===== config.mk =====
export PLATFORM = sky130hd
export DESIGN_NAME = c_subset_lexer
export DESIGN_NICKNAME = d
export VERILOG_FILES = /design/src/sv/csl_pkg.sv /design/src/sv/csl_core.sv /design/src/sv/csl_out_queue.sv /design/src/sv/c_subset_lexer.sv
export SDC_FILE = /design/constraint.sdc
export NUM_CORES = 2
export LEC_CHECK = 0
export BUFFER_PORTS_ARGS = -buffer_cell sky130_fd_sc_hd__buf_2
export CORE_MARGIN = 2
export CORE_UTILIZATION = 45
export CTS_BUF_LIST = sky130_fd_sc_hd__clkbuf_4 sky130_fd_sc_hd__clkbuf_8
export CTS_CLUSTER_DIAMETER = 120
export DETAILED_ROUTE_END_ITERATION = 12
export GPL_ROUTABILITY_DRIVEN = 0
export PLACE_DENSITY = 0.69
export SYNTH_ARGS = -nofsm -noshare
export SYNTH_HDL_FRONTEND = slang
export SYNTH_SLANG_ARGS = --single-unit

===== constraint.sdc =====
create_clock -name clk -period 12.27 [get_ports clk]
set_input_delay 3.0675 -clock clk [delete_from_list [all_inputs] [get_ports clk]]
set_output_delay 3.0675 -clock clk [all_outputs]
set_load 0.01 [all_outputs]

===== src/sv/csl_pkg.sv =====
// Package for the C subset lexer: token record, kind and mode codes, sizes.
package csl_pkg;

  localparam int POS_BITS      = 16;
  localparam int START_BITS    = 16;
  localparam int LEN_BITS      = 16;
  localparam int VALUE_BITS    = 63;
  localparam int PREFIX_DEPTH  = 6;
  localparam int PREFIX_IDX_BITS = $clog2(PREFIX_DEPTH);
  localparam int QUEUE_DEPTH   = 4;
  localparam int QUEUE_CNT_BITS = $clog2(QUEUE_DEPTH + 1);

  localparam logic [VALUE_BITS-1:0] VALUE_MAX  = {VALUE_BITS{1'b1}};
  localparam logic [VALUE_BITS-1:0] NUM_SAT_Q  = VALUE_MAX / 10;
  localparam logic [LEN_BITS-1:0]   LEN_MAX    = {LEN_BITS{1'b1}};

  localparam logic [3:0] K_PUNCT  = 4'd0;
  localparam logic [3:0] K_IDENT  = 4'd1;
  localparam logic [3:0] K_NUM    = 4'd2;
  localparam logic [3:0] K_IF     = 4'd3;
  localparam logic [3:0] K_ELSE   = 4'd4;
  localparam logic [3:0] K_WHILE  = 4'd5;
  localparam logic [3:0] K_FOR    = 4'd6;
  localparam logic [3:0] K_RETURN = 4'd7;
  localparam logic [3:0] K_SIZEOF = 4'd8;
  localparam logic [3:0] K_I32    = 4'd9;
  localparam logic [3:0] K_I64    = 4'd10;
  localparam logic [3:0] K_EOF    = 4'd11;
  localparam logic [3:0] K_ERROR  = 4'd12;

  localparam logic [3:0] M_IDLE  = 4'd0;
  localparam logic [3:0] M_IDENT = 4'd1;
  localparam logic [3:0] M_NUM   = 4'd2;
  localparam logic [3:0] M_SLASH = 4'd3;
  localparam logic [3:0] M_LINE  = 4'd4;
  localparam logic [3:0] M_BLOCK = 4'd5;
  localparam logic [3:0] M_BSTAR = 4'd6;
  localparam logic [3:0] M_BANG  = 4'd7;
  localparam logic [3:0] M_CMP   = 4'd8;

  typedef struct packed {
    logic [3:0]            kind;
    logic [START_BITS-1:0] start_res;
    logic [LEN_BITS-1:0]   length;
    logic [VALUE_BITS-1:0] value;
    logic [7:0]            op_first;
    logic [7:0]            op_second;
    logic                  last;
  } tok_t;

endpackage


===== src/sv/csl_core.sv =====
// Lexer state and the per-character logic that forms up to two tokens.
module csl_core import csl_pkg::*; (
  input  logic       clk,
  input  logic       rst,
  input  logic       go,
  input  logic [7:0] ch,
  output tok_t       res0,
  output tok_t       res1,
  output logic [1:0] res_n
);

  logic [3:0]            mode, mode_next;
  logic [POS_BITS-1:0]   position, position_next;
  logic [POS_BITS-1:0]   token_start, token_start_next;
  logic [LEN_BITS-1:0]   token_length, token_length_next;
  logic [7:0]            prefix [PREFIX_DEPTH];
  logic [7:0]            prefix_next [PREFIX_DEPTH];
  logic [VALUE_BITS-1:0] number_value, number_value_next;
  logic [7:0]            pending, pending_next;
  logic                  halted, halted_next;

  tok_t res_a, res_b;
  logic a_v, b_v, reuse, reset_all;
  logic [VALUE_BITS-1:0] digit;

  function automatic logic is_space(input logic [7:0] c);
    return (c == " ") || (c >= 8'd9 && c <= 8'd13);
  endfunction

  function automatic logic is_digit(input logic [7:0] c);
    return c >= "0" && c <= "9";
  endfunction

  function automatic logic is_lower(input logic [7:0] c);
    return (c >= "a" && c <= "z") || c == "_";
  endfunction

  function automatic logic is_word(input logic [7:0] c);
    return is_lower(c) || (c >= "A" && c <= "Z") || is_digit(c);
  endfunction

  function automatic logic is_punct(input logic [7:0] c);
    return c == ";" || c == "(" || c == ")" || c == "," || c == "{" ||
           c == "}" || c == "-" || c == "+" || c == "*" || c == "&";
  endfunction

  function automatic tok_t make_tok(input logic [3:0] k, input logic [POS_BITS-1:0] s,
                                    input logic [LEN_BITS-1:0] l,
                                    input logic [VALUE_BITS-1:0] v,
                                    input logic [7:0] o1, input logic [7:0] o2);
    tok_t t;
    t.kind      = k;
    t.start_res = START_BITS'(s);
    t.length    = l;
    t.value     = v;
    t.op_first  = o1;
    t.op_second = o2;
    t.last      = 1'b0;
    return t;
  endfunction

  function automatic logic [3:0] kw_kind(input logic [7:0] p [PREFIX_DEPTH],
                                         input logic [LEN_BITS-1:0] l);
    logic [3:0] k;
    k = K_IDENT;
    if (l == LEN_BITS'(2) && p[0] == "i" && p[1] == "f") begin
      k = K_IF;
    end else if (l == LEN_BITS'(3)) begin
      if (p[0] == "f" && p[1] == "o" && p[2] == "r") k = K_FOR;
      else if (p[0] == "i" && p[1] == "6" && p[2] == "4") k = K_I64;
      else if (p[0] == "i" && p[1] == "3" && p[2] == "2") k = K_I32;
      else if (p[0] == "i" && p[1] == "n" && p[2] == "t") k = K_I32;
    end else if (l == LEN_BITS'(4)) begin
      if (p[0] == "e" && p[1] == "l" && p[2] == "s" && p[3] == "e") k = K_ELSE;
      else if (p[0] == "l" && p[1] == "o" && p[2] == "n" && p[3] == "g") k = K_I64;
    end else if (l == LEN_BITS'(5)) begin
      if (p[0] == "w" && p[1] == "h" && p[2] == "i" && p[3] == "l" && p[4] == "e")
        k = K_WHILE;
    end else if (l == LEN_BITS'(6)) begin
      if (p[0] == "r" && p[1] == "e" && p[2] == "t" && p[3] == "u" && p[4] == "r" &&
          p[5] == "n") k = K_RETURN;
      else if (p[0] == "s" && p[1] == "i" && p[2] == "z" && p[3] == "e" &&
               p[4] == "o" && p[5] == "f") k = K_SIZEOF;
    end
    return k;
  endfunction

  assign digit = VALUE_BITS'(ch[3:0]);

  always_comb begin
    mode_next         = mode;
    position_next     = position + POS_BITS'(1);
    token_start_next  = token_start;
    token_length_next = token_length;
    prefix_next       = prefix;
    number_value_next = number_value;
    pending_next      = pending;
    halted_next       = halted;
    res_a     = '0;
    res_b     = '0;
    a_v       = 1'b0;
    b_v       = 1'b0;
    reuse     = 1'b0;
    reset_all = 1'b0;

    if (halted) begin
      if (ch == 8'd0) begin
        res_b     = make_tok(K_EOF, position, LEN_BITS'(1), '0, 8'd0, 8'd0);
        b_v       = 1'b1;
        reset_all = 1'b1;
      end
    end else begin
      unique case (mode)
        M_IDENT: begin
          if (is_word(ch)) begin
            if (token_length < LEN_BITS'(PREFIX_DEPTH)) begin
              prefix_next[token_length[PREFIX_IDX_BITS-1:0]] = ch;
            end
            if (token_length != LEN_MAX) begin
              token_length_next = token_length + LEN_BITS'(1);
            end
          end else begin
            res_a = make_tok(kw_kind(prefix, token_length), token_start, token_length,
                             '0, 8'd0, 8'd0);
            a_v   = 1'b1;
            reuse = 1'b1;
          end
        end
        M_NUM: begin
          if (is_digit(ch)) begin
            if (number_value > NUM_SAT_Q ||
                (number_value == NUM_SAT_Q && ch[3:0] > 4'd7)) begin
              number_value_next = VALUE_MAX;
            end else begin
              number_value_next = (number_value << 3) + (number_value << 1) + digit;
            end
          end else begin
            res_a = make_tok(K_NUM, token_start, LEN_BITS'(1), number_value, 8'd0, 8'd0);
            a_v   = 1'b1;
            reuse = 1'b1;
          end
        end
        M_SLASH: begin
          if (ch == "/") begin
            mode_next = M_LINE;
          end else if (ch == "*") begin
            mode_next = M_BLOCK;
          end else begin
            res_a = make_tok(K_PUNCT, token_start, LEN_BITS'(1), '0, "/", 8'd0);
            a_v   = 1'b1;
            reuse = 1'b1;
          end
        end
        M_LINE: begin
          if (ch == "\n") mode_next = M_IDLE;
          else if (ch == 8'd0) reuse = 1'b1;
        end
        M_BLOCK, M_BSTAR: begin
          if (ch == 8'd0) reuse = 1'b1;
          else if (mode == M_BSTAR && ch == "/") mode_next = M_IDLE;
          else if (ch == "*") mode_next = M_BSTAR;
          else mode_next = M_BLOCK;
        end
        M_BANG: begin
          a_v = 1'b1;
          if (ch == 8'd0) begin
            res_a = make_tok(K_PUNCT, token_start, LEN_BITS'(1), '0, "!", 8'd0);
            reuse = 1'b1;
          end else begin
            res_a = make_tok(K_PUNCT, token_start, LEN_BITS'(2), '0, "!", ch);
          end
          mode_next = M_IDLE;
        end
        M_CMP: begin
          a_v = 1'b1;
          if (ch == "=") begin
            res_a = make_tok(K_PUNCT, token_start, LEN_BITS'(2), '0, pending, "=");
          end else begin
            res_a = make_tok(K_PUNCT, token_start, LEN_BITS'(1), '0, pending, 8'd0);
            reuse = 1'b1;
          end
          pending_next = 8'd0;
          mode_next    = M_IDLE;
        end
        default: begin
          reuse = 1'b1;
        end
      endcase

      if (reuse) begin
        mode_next = M_IDLE;
        if (ch == 8'd0) begin
          res_b     = make_tok(K_EOF, position, LEN_BITS'(1), '0, 8'd0, 8'd0);
          b_v       = 1'b1;
          reset_all = 1'b1;
        end else if (is_space(ch)) begin
          mode_next = M_IDLE;
        end else if (is_lower(ch)) begin
          for (int i = 0; i < PREFIX_DEPTH; i++) prefix_next[i] = 8'd0;
          prefix_next[0]    = ch;
          token_start_next  = position;
          token_length_next = LEN_BITS'(1);
          mode_next         = M_IDENT;
        end else if (ch == "/") begin
          token_start_next = position;
          mode_next        = M_SLASH;
        end else if (is_punct(ch)) begin
          res_b = make_tok(K_PUNCT, position, LEN_BITS'(1), '0, ch, 8'd0);
          b_v   = 1'b1;
        end else if (ch == "!") begin
          token_start_next = position;
          mode_next        = M_BANG;
        end else if (ch == "=" || ch == "<" || ch == ">") begin
          token_start_next = position;
          pending_next     = ch;
          mode_next        = M_CMP;
        end else if (is_digit(ch)) begin
          token_start_next  = position;
          number_value_next = digit;
          mode_next         = M_NUM;
        end else begin
          res_b       = make_tok(K_ERROR, position, LEN_BITS'(1), '0, 8'd0, 8'd0);
          b_v         = 1'b1;
          halted_next = 1'b1;
        end
      end
    end

    if (reset_all) begin
      mode_next         = M_IDLE;
      position_next     = '0;
      token_start_next  = '0;
      token_length_next = '0;
      for (int i = 0; i < PREFIX_DEPTH; i++) prefix_next[i] = 8'd0;
      number_value_next = '0;
      pending_next      = 8'd0;
      halted_next       = 1'b0;
    end
  end

  always_comb begin
    res0      = a_v ? res_a : res_b;
    res0.last = !(a_v && b_v);
    res1      = res_b;
    res1.last = 1'b1;
    res_n     = 2'(a_v) + 2'(b_v);
  end

  always_ff @(posedge clk) begin
    if (rst) begin
      mode         <= M_IDLE;
      position     <= '0;
      token_start  <= '0;
      token_length <= '0;
      for (int i = 0; i < PREFIX_DEPTH; i++) prefix[i] <= 8'd0;
      number_value <= '0;
      pending      <= 8'd0;
      halted       <= 1'b0;
    end else if (go) begin
      mode         <= mode_next;
      position     <= position_next;
      token_start  <= token_start_next;
      token_length <= token_length_next;
      prefix       <= prefix_next;
      number_value <= number_value_next;
      pending      <= pending_next;
      halted       <= halted_next;
    end
  end

endmodule


===== src/sv/csl_out_queue.sv =====
// Shifting result queue that takes up to two tokens a cycle and hands out one.
module csl_out_queue import csl_pkg::*; (
  input  logic       clk,
  input  logic       rst,
  input  tok_t       res0,
  input  tok_t       res1,
  input  logic [1:0] push_n,
  output logic       room,
  output logic       head_valid,
  input  logic       head_stall,
  output tok_t       head
);

  tok_t q [QUEUE_DEPTH];
  tok_t q_next [QUEUE_DEPTH];
  logic [QUEUE_CNT_BITS-1:0] cnt, cnt_next, cap;
  logic pop;

  assign head_valid = cnt != '0;
  assign head       = q[0];
  assign pop        = head_valid && !head_stall;
  assign room       = cnt <= QUEUE_CNT_BITS'(QUEUE_DEPTH - 2);

  always_comb begin
    for (int i = 0; i < QUEUE_DEPTH - 1; i++) begin
      q_next[i] = pop ? q[i+1] : q[i];
    end
    q_next[QUEUE_DEPTH-1] = q[QUEUE_DEPTH-1];
    cap = cnt - QUEUE_CNT_BITS'(pop);
    for (int i = 0; i < QUEUE_DEPTH; i++) begin
      if (push_n != 2'd0 && QUEUE_CNT_BITS'(i) == cap) begin
        q_next[i] = res0;
      end
      if (push_n == 2'd2 && QUEUE_CNT_BITS'(i) == cap + QUEUE_CNT_BITS'(1)) begin
        q_next[i] = res1;
      end
    end
    cnt_next = cap + QUEUE_CNT_BITS'(push_n);
  end

  always_ff @(posedge clk) begin
    q <= q_next;
  end

  always_ff @(posedge clk) begin
    if (rst) begin
      cnt <= '0;
    end else begin
      cnt <= cnt_next;
    end
  end

endmodule


===== src/sv/c_subset_lexer.sv =====
// Top level of the C subset lexer: input register, lexer core and result queue.
// The lexer takes one source character per cycle on the src channel and gives
// tokens on the tok channel, one per cycle while tok_stall is low. A character
// is held in an input register, goes through the lexer core once the result
// queue has room and produces zero, one or two tokens, which wait in a
// four-entry result queue; the first token is visible once it is in the queue.
// The sustained rate is one character per cycle as long as tokens are taken
// as fast as they come; a character is held back only while the result queue
// has fewer than two free entries. A zero character ends the text and yields
// an end-of-text token, after which offsets start again from zero.
module c_subset_lexer import csl_pkg::*; (
  input  logic                  clk,
  input  logic                  rst,
  input  logic                  src_valid,
  output logic                  src_stall,
  input  logic [7:0]            ch,
  output logic                  tok_valid,
  input  logic                  tok_stall,
  output logic [3:0]            kind,
  output logic [START_BITS-1:0] start_res,
  output logic [LEN_BITS-1:0]   length,
  output logic [VALUE_BITS-1:0] value,
  output logic [7:0]            op_first,
  output logic [7:0]            op_second,
  output logic                  last
);

  logic       ch_full;
  logic [7:0] ch_q;
  logic       room, go, take;
  tok_t       res0, res1, head;
  logic [1:0] res_n;

  assign go        = ch_full && room;
  assign src_stall = ch_full && !room;
  assign take      = src_valid && !src_stall;

  always_ff @(posedge clk) begin
    if (rst) begin
      ch_full <= 1'b0;
    end else if (take) begin
      ch_full <= 1'b1;
    end else if (go) begin
      ch_full <= 1'b0;
    end
  end

  always_ff @(posedge clk) begin
    if (take) begin
      ch_q <= ch;
    end
  end

  csl_core u_core (
    .clk   (clk),
    .rst   (rst),
    .go    (go),
    .ch    (ch_q),
    .res0  (res0),
    .res1  (res1),
    .res_n (res_n)
  );

  csl_out_queue u_queue (
    .clk        (clk),
    .rst        (rst),
    .res0       (res0),
    .res1       (res1),
    .push_n     (go ? res_n : 2'd0),
    .room       (room),
    .head_valid (tok_valid),
    .head_stall (tok_stall),
    .head       (head)
  );

  assign kind      = head.kind;
  assign start_res = head.start_res;
  assign length    = head.length;
  assign value     = head.value;
  assign op_first  = head.op_first;
  assign op_second = head.op_second;
  assign last      = head.last;

endmodule

== Word-level counts from Yosys, hierarchy flattened ==
Cells that the tools add are included.

* Register bits after elaboration: 648
* Input bits: 12
* Output and inout bits: 118
* Word-level logic and storage cells: 393

* Add/subtract/negate cells: 8
* Magnitude comparators: 14
* Eq/ne operators: 80
* Multiplexer cells: 154
* Bitwise logic cells: 1
* Reduce and logical (&&, ||, !) cells: 92

{| class="wikitable"
|+ Operators by type and width
! kind !! number
|-
| $mux W116 || 26
|-
| $mux W63 || 14
|-
| $pmux W116 S5 || 1
|-
| $mux W48 || 9
|-
| $mux W16 || 21
|-
| $eq A8 B7 Y1 const B || 32
|-
| $mux W82 || 2
|-
| $eq A8 B6 Y1 const B || 18
|-
| $mux W114 || 1
|-
| $mux W112 || 1
|-
| $mux W4 || 28
|-
| $mux W8 || 12
|-
| $add A63 B4 Y63 || 1
|-
| $add A63 B63 Y63 || 1
|-
| $eq A63 B60 Y1 const B || 1
|-
| $gt A63 B60 Y1 const B || 1
|-
| $logic_and A1 B1 Y1 || 50
|-
| $bwmux W48 || 1
|-
| $eq A16 B3 Y1 const B || 3
|-
| $add A16 B1 Y16 const B || 2
|-
| $eq A16 B2 Y1 const B || 2
|-
| $mux W1 || 30
|-
| $demux W8 S3 || 1
|-
| $eq A4 B3 Y1 const B || 4
|-
| 46 further kinds || 87
|}

== Depth between registers and ports, before layout ==
* Depth after elaboration: 23
* Gate-level depth with buffers: 22
* Mapped depth without buffers: 15

== Hierarchy ==
A second synthesis with hierarchy kept.

* Cell total of the unflattened synthesis: 4549
* Area total of the unflattened synthesis: 42107.9 um^2

{| class="wikitable"
|+ By module, submodules not included
! module !! instances !! cells each !! area each (um^2) !! seq. area each (um^2)
|-
| csl_out_queue || 1 || 2576 || 26913.3 || 13993.4
|-
| csl_core || 1 || 1958 || 14885.5 || 3443.3
|-
| c_subset_lexer || 1 || 15 || 309.0 || 260.2
|}

== Least setup slack after synthesis ==
Ideal clock, no wire load.

* Path type: input port to flip-flop
* Start: input port tok_stall
* End: register u_queue.q[100] in the netlist's numbering (enable)
* Library setup time: 0.478 ns
* Arrival: 7.605 ns
* Required time: 11.792 ns
* Path slack: 4.188 ns
* Stages: 12
* Buffers on the path: 4
* Cells stage by stage: nor2b_1 -> clkbuf_1 -> ha_1 -> ha_1 -> clkbuf_1 -> nor2_1 -> ha_1 -> nand3b_1 -> or3_1 -> clkbuf_1 -> clkbuf_1 -> nand2_1

* Cells in the longest elaborated chain, start to end: 7
* Elaborated cells on any way between the ends: 9
* Classes of those cells: add/sub (2); eq/ne (2); reduce/logical (5)

{| class="wikitable"
|+ RTL lines
! what !! RTL line !! source
|-
| start: declaration || c_subset_lexer.sv:18 || <nowiki>input logic tok_stall,</nowiki>
|-
| $logic_not A1 Y1 (*) || csl_out_queue.sv:21 || <nowiki>assign pop = head_valid && !head_stall;</nowiki>
|-
| $logic_and A1 B1 Y1 (*) || csl_out_queue.sv:21 ||
|-
| $sub A3 B1 Y3 (*) || csl_out_queue.sv:29 || <nowiki>cap = cnt - QUEUE_CNT_BITS'(pop);</nowiki>
|-
| $add A3 B1 Y3 || csl_out_queue.sv:34 || <nowiki>if (push_n == 2'd2 && QUEUE_CNT_BITS'(i) == cap + QUEUE_CNT_BITS'(1)) begin</nowiki>
|-
| $eq A2 B3 Y1 || csl_out_queue.sv:34 ||
|-
| $logic_and A1 B1 Y1 || csl_out_queue.sv:34 ||
|-
| $reduce_bool A2 Y1 (no line) (*) || n/a ||
|-
| end signal: assignment || csl_out_queue.sv:42 || <nowiki>q <= q_next;</nowiki>
|-
| end: declaration || csl_out_queue.sv:14 || <nowiki>tok_t q [QUEUE_DEPTH];</nowiki>
|}

Every way passes the cells marked *; elsewhere a longest branch is shown, timed or not.
A chain may end at the register's enable or synchronous reset.

== Worst setup path after layout ==
* Start: register ch_q[0]
* End: register u_queue.q[265] in the netlist's numbering (enable)

* Cells in the longest elaborated chain, start to end: 22
* Elaborated cells on any way between the ends: 73
* Classes of those cells: add/sub (1); order compare (8); eq/ne (19); mux (21); reduce/logical (24)

{| class="wikitable"
|+ RTL lines
! what !! RTL line !! source
|-
| start: declaration || c_subset_lexer.sv:29 || <nowiki>logic [7:0] ch_q;</nowiki>
|-
| start signal: assignment || c_subset_lexer.sv:50 || <nowiki>ch_q <= ch;</nowiki>
|-
| branches (longest 17 deep; another with $ge A8 B6 Y1) || n/a ||
|-
| $add A1 B1 Y2 (*) || csl_core.sv:246 || <nowiki>res_n = 2'(a_v) + 2'(b_v);</nowiki>
|-
| $mux W2 (*) || c_subset_lexer.sv:69 || <nowiki>.push_n (go ? res_n : 2'd0),</nowiki>
|-
| $eq A2 B2 Y1 or $reduce_bool A2 Y1 (tied branches) || csl_out_queue.sv:34, csl_out_queue.sv:31 ||
|-
| $logic_and A1 B1 Y1, on equally long branches || csl_out_queue.sv:34, csl_out_queue.sv:31 ||
|-
| $reduce_bool A3 Y1 (no line) (*) || n/a ||
|}

Mark *: on every way between the ends. The select of a mux whose other input is x is not followed.

==> run_results.csv <==
group,metric,value,unit
status,status,"finished, final reports clean",
power_and_ir_drop,p_sw,2.11,mW
placed_design,place_hpwl,61900,µm
detailed_routing,wl_per_cell,20.8,µm
setup_path,r2r-end,"u_queue.q[265]",
cts,numClockSinks,648,
grt,grt_antenna_before_repair,2,
setup_path,crit_end,"u_queue.q[265]",
power_and_ir_drop,p_int,4.62,mW
power_and_ir_drop,seqPwrFrac,47.5,%
floorplanning,die_h,284,µm
cts,clk_transition_reported_paths,60,ps
sta,setup_viol_count_final,0,
cts,post_cts_buffers,0,
cells_and_area,nets,3766,
setup_path,crit_path_max_fanout,72,
yosys,syn-num-nets,3893,
floorplanning,chipWidth,284,µm
detailed_routing,vias,28687,
floorplanning,die-area,80500,µm²
power_and_ir_drop,peakVddDrop,0.195,mV
cts,cts_root_buffer,"clkbuf_8",
yosys,syn_area_per_cell,9.40,µm²
setup_path,startpoint,"ch_q[0]",
setup_path,crit_required,12590,ps
cts,htreeDepth,3,
setup_path,end_kind,"flop",
power_and_ir_drop,p_leak,14.3,nW
cts,clockBufferDepth,3,
detailed_routing,drt-initial-drc-count,3244,
sta,fin_crit,7420,ps
setup_path,cp-start-kind,"flop",
yosys,yosysWarnings,0,
hold_path,hold_path_class,"reg2reg",
yosys,synth_ff_type,"edfxtp_1",
grt,grt-ovfl-total,0,
cts,clk_latency,750,ps
yosys,synth_area,35200,µm²
detailed_routing,wl,99100,µm
sta,finalCritPeriodShare,60.5,%
cells_and_area,syn2layout_area_growth,7.68,%
floorplanning,initial_core_util,45.5,%
power_and_ir_drop,clockPowerShare,30.5,%
setup_path,r2r_slack,4850,ps
detailed_routing,postRouteAntennaNets,0,
cells_and_area,fillCellCount,7083,
setup_path,r2r_start,"ch_q[0]",
floorplanning,coreArea,77500,µm²
cells_and_area,drive_gt1_share,11.3,%
cts,numCtsBuffers,105,
placed_design,io_buffers,129,
detailed_routing,drc,0,
floorplanning,rows,102,
yosys,synth-seq-cells,648,
sta,tightest_slew,1330,ps
yosys,synth_edf_count,468,
sta,drv_slew,0,
yosys,seq_area_frac_synth,50.1,%
detailed_routing,first_pass_iters,6,
cells_and_area,final_common_cell,"nand2_1",
grt,track_usage,24.0,%
cts,ctsResizeCount,0,
sta,slew_headroom,10.8,%
yosys,synth_cells,3748,
sta,hold_viol,0,
cts,cts_tree,"yes",
yosys,synthArstFlopShare,0,%
cts,cts_hold_buf,0,
power_and_ir_drop,swShare,31.3,%
setup_path,arrival,7740,ps
sta,setup_tns,0,ps
power_and_ir_drop,power_density,177,nW/µm²
detailed_routing,viasPerCell,6.03,
grt,grt_max_degree,99,
floorplanning,io_pins,130,
sta,rsz0062_at_grt,"no",
sta,skew,55.5,ps
setup_path,worstSetupPathType,"reg2reg",
setup_path,rr_worst_depth,13,
grt,grt_pass1_wl,155000,µm
power_and_ir_drop,power,6.73,mW
sta,fmax,135,MHz
power_and_ir_drop,combPwrFrac,22.0,%
grt,grt_pass1_vias,26914,
cells_and_area,mostFrequentLayoutCells,"514 x nand2_1, 468 x edfxtp_1, 464 x a21oi_1",
yosys,ys_types,91,
job,maxCapViolCount,0,
## critical path, cell delays in order (launching register included)
cell,delay [ps]
edfxtp_1,610
buf_4,310
nor4_1,450
and2_1,510
o22a_1,240
a211o_2,180
or2_1,140
and4_1,960
ha_1,380
and3_1,310
nand3b_1,310
nor2_4,770
or3_4,770
buf_4,920
## routing by layer
metal / wire length [µm] / GRT usage, %
met5: 0 / 0
met4: 2400 / 8.04
met3: 8690 / 4.16
met2: 44400 / 37.1
met1: 43600 / 34.0
## cell type report
type,instances,area [µm²],share of cell area [%]
flip-flops and latches,648,17700,46.5
multi-input cells,2652,15500,40.9
clock buffers,168,2020,5.34
well taps,1040,1300,3.43
repair buffers,172,971,2.56
clock inverters,31,305,0.805
inverters,42,158,0.416
diodes,2,5.00,0.0132
## how the worst min path moves through the flow
stage                 startpoint           endpoint  slack, ps  cells past startpoint
3_5_place_dp   u_core.prefix[47]  u_core.prefix[47]        440                      1
5_1_grt        u_core.pending[4]  u_core.pending[4]        480                      2
3_3_place_gp   u_core.prefix[47]  u_core.prefix[47]        440                      1
2_1_floorplan  u_core.prefix[47]  u_core.prefix[47]        420                      1
6_report       u_core.prefix[47]  u_core.prefix[47]        450                      1
4_1_cts        u_core.prefix[47]  u_core.prefix[47]        450                      1
## cells by family (layout without fill, tap and decap cells)
group	after synthesis	in the layout	share of synthesized area, %
adder cells (fa/ha/maj)	133	133	4.79
AO/OA/AOI/OAI	1021	1021	17.7
other	0	2	0
multiplexers	11	11	0.327
flip-flops	648	648	50.1
buffers and inverters	448	413	6.14
AND/OR/NAND/NOR	1408	1408	19.0
XOR/XNOR	79	79	1.96
## power by group through the flow
stage	sequential [mW]	clock, mW	combinational (mW)
after floorplan	3.24	0	1.14
after global placement	3.23	0	1.46
after global routing	3.24	2.17	1.62
after detailed placement	3.24	0	1.49
after CTS	3.20	2.08	1.49
final	3.20	2.05	1.48
## per-stage QoR
step | area (µm²) | setup WS, ps | util, % | std cells | hold WS, ps
after global routing | 37900 | 4450 | 49.0 | 4754 | 480
after global placement | 35600 | 4350 | 46.0 | 4554 | 439
final | 37900 | 4850 | 49.0 | 4755 | 450
after CTS | 37900 | 4930 | 49.0 | 4753 | 453
after detailed placement | 35600 | 4240 | 46.0 | 4554 | 435
after floorplan | 35200 | 4190 | - | 3748 | 420
## cell usage after synthesis (25+ instances only)
master    number  share of area [%]
nand2_1      515                5.5
edfxtp_1     468                 40
a21oi_1      465                6.6
nand3_1      306                4.3
clkbuf_1     251                2.7
nor2_1       247                2.6
dfxtp_1      180                 10
o21ai_0      144                2.0
ha_1         130                4.6
buf_4        119                2.5
and2_1        86                1.5
a22oi_1       80                1.7
o22ai_1       44               0.78
a21o_1        43               0.92
xnor2_1       43                1.1
inv_1         42               0.45
nand4_1       41               0.73
nor3_1        39               0.55
xor2_1        36               0.90
a211oi_1      35               0.75
o211ai_1      25               0.53
## state kept, by name, indices dropped and copies added, names as in the netlist, 16 cells and up
register	flops
u_core.number_value	63
u_core.position	16
u_core.prefix	48
u_core.token_length	16
u_core.token_start	16
u_queue.head	116
u_queue.q	348
Power figures use the tool's default switching activity.
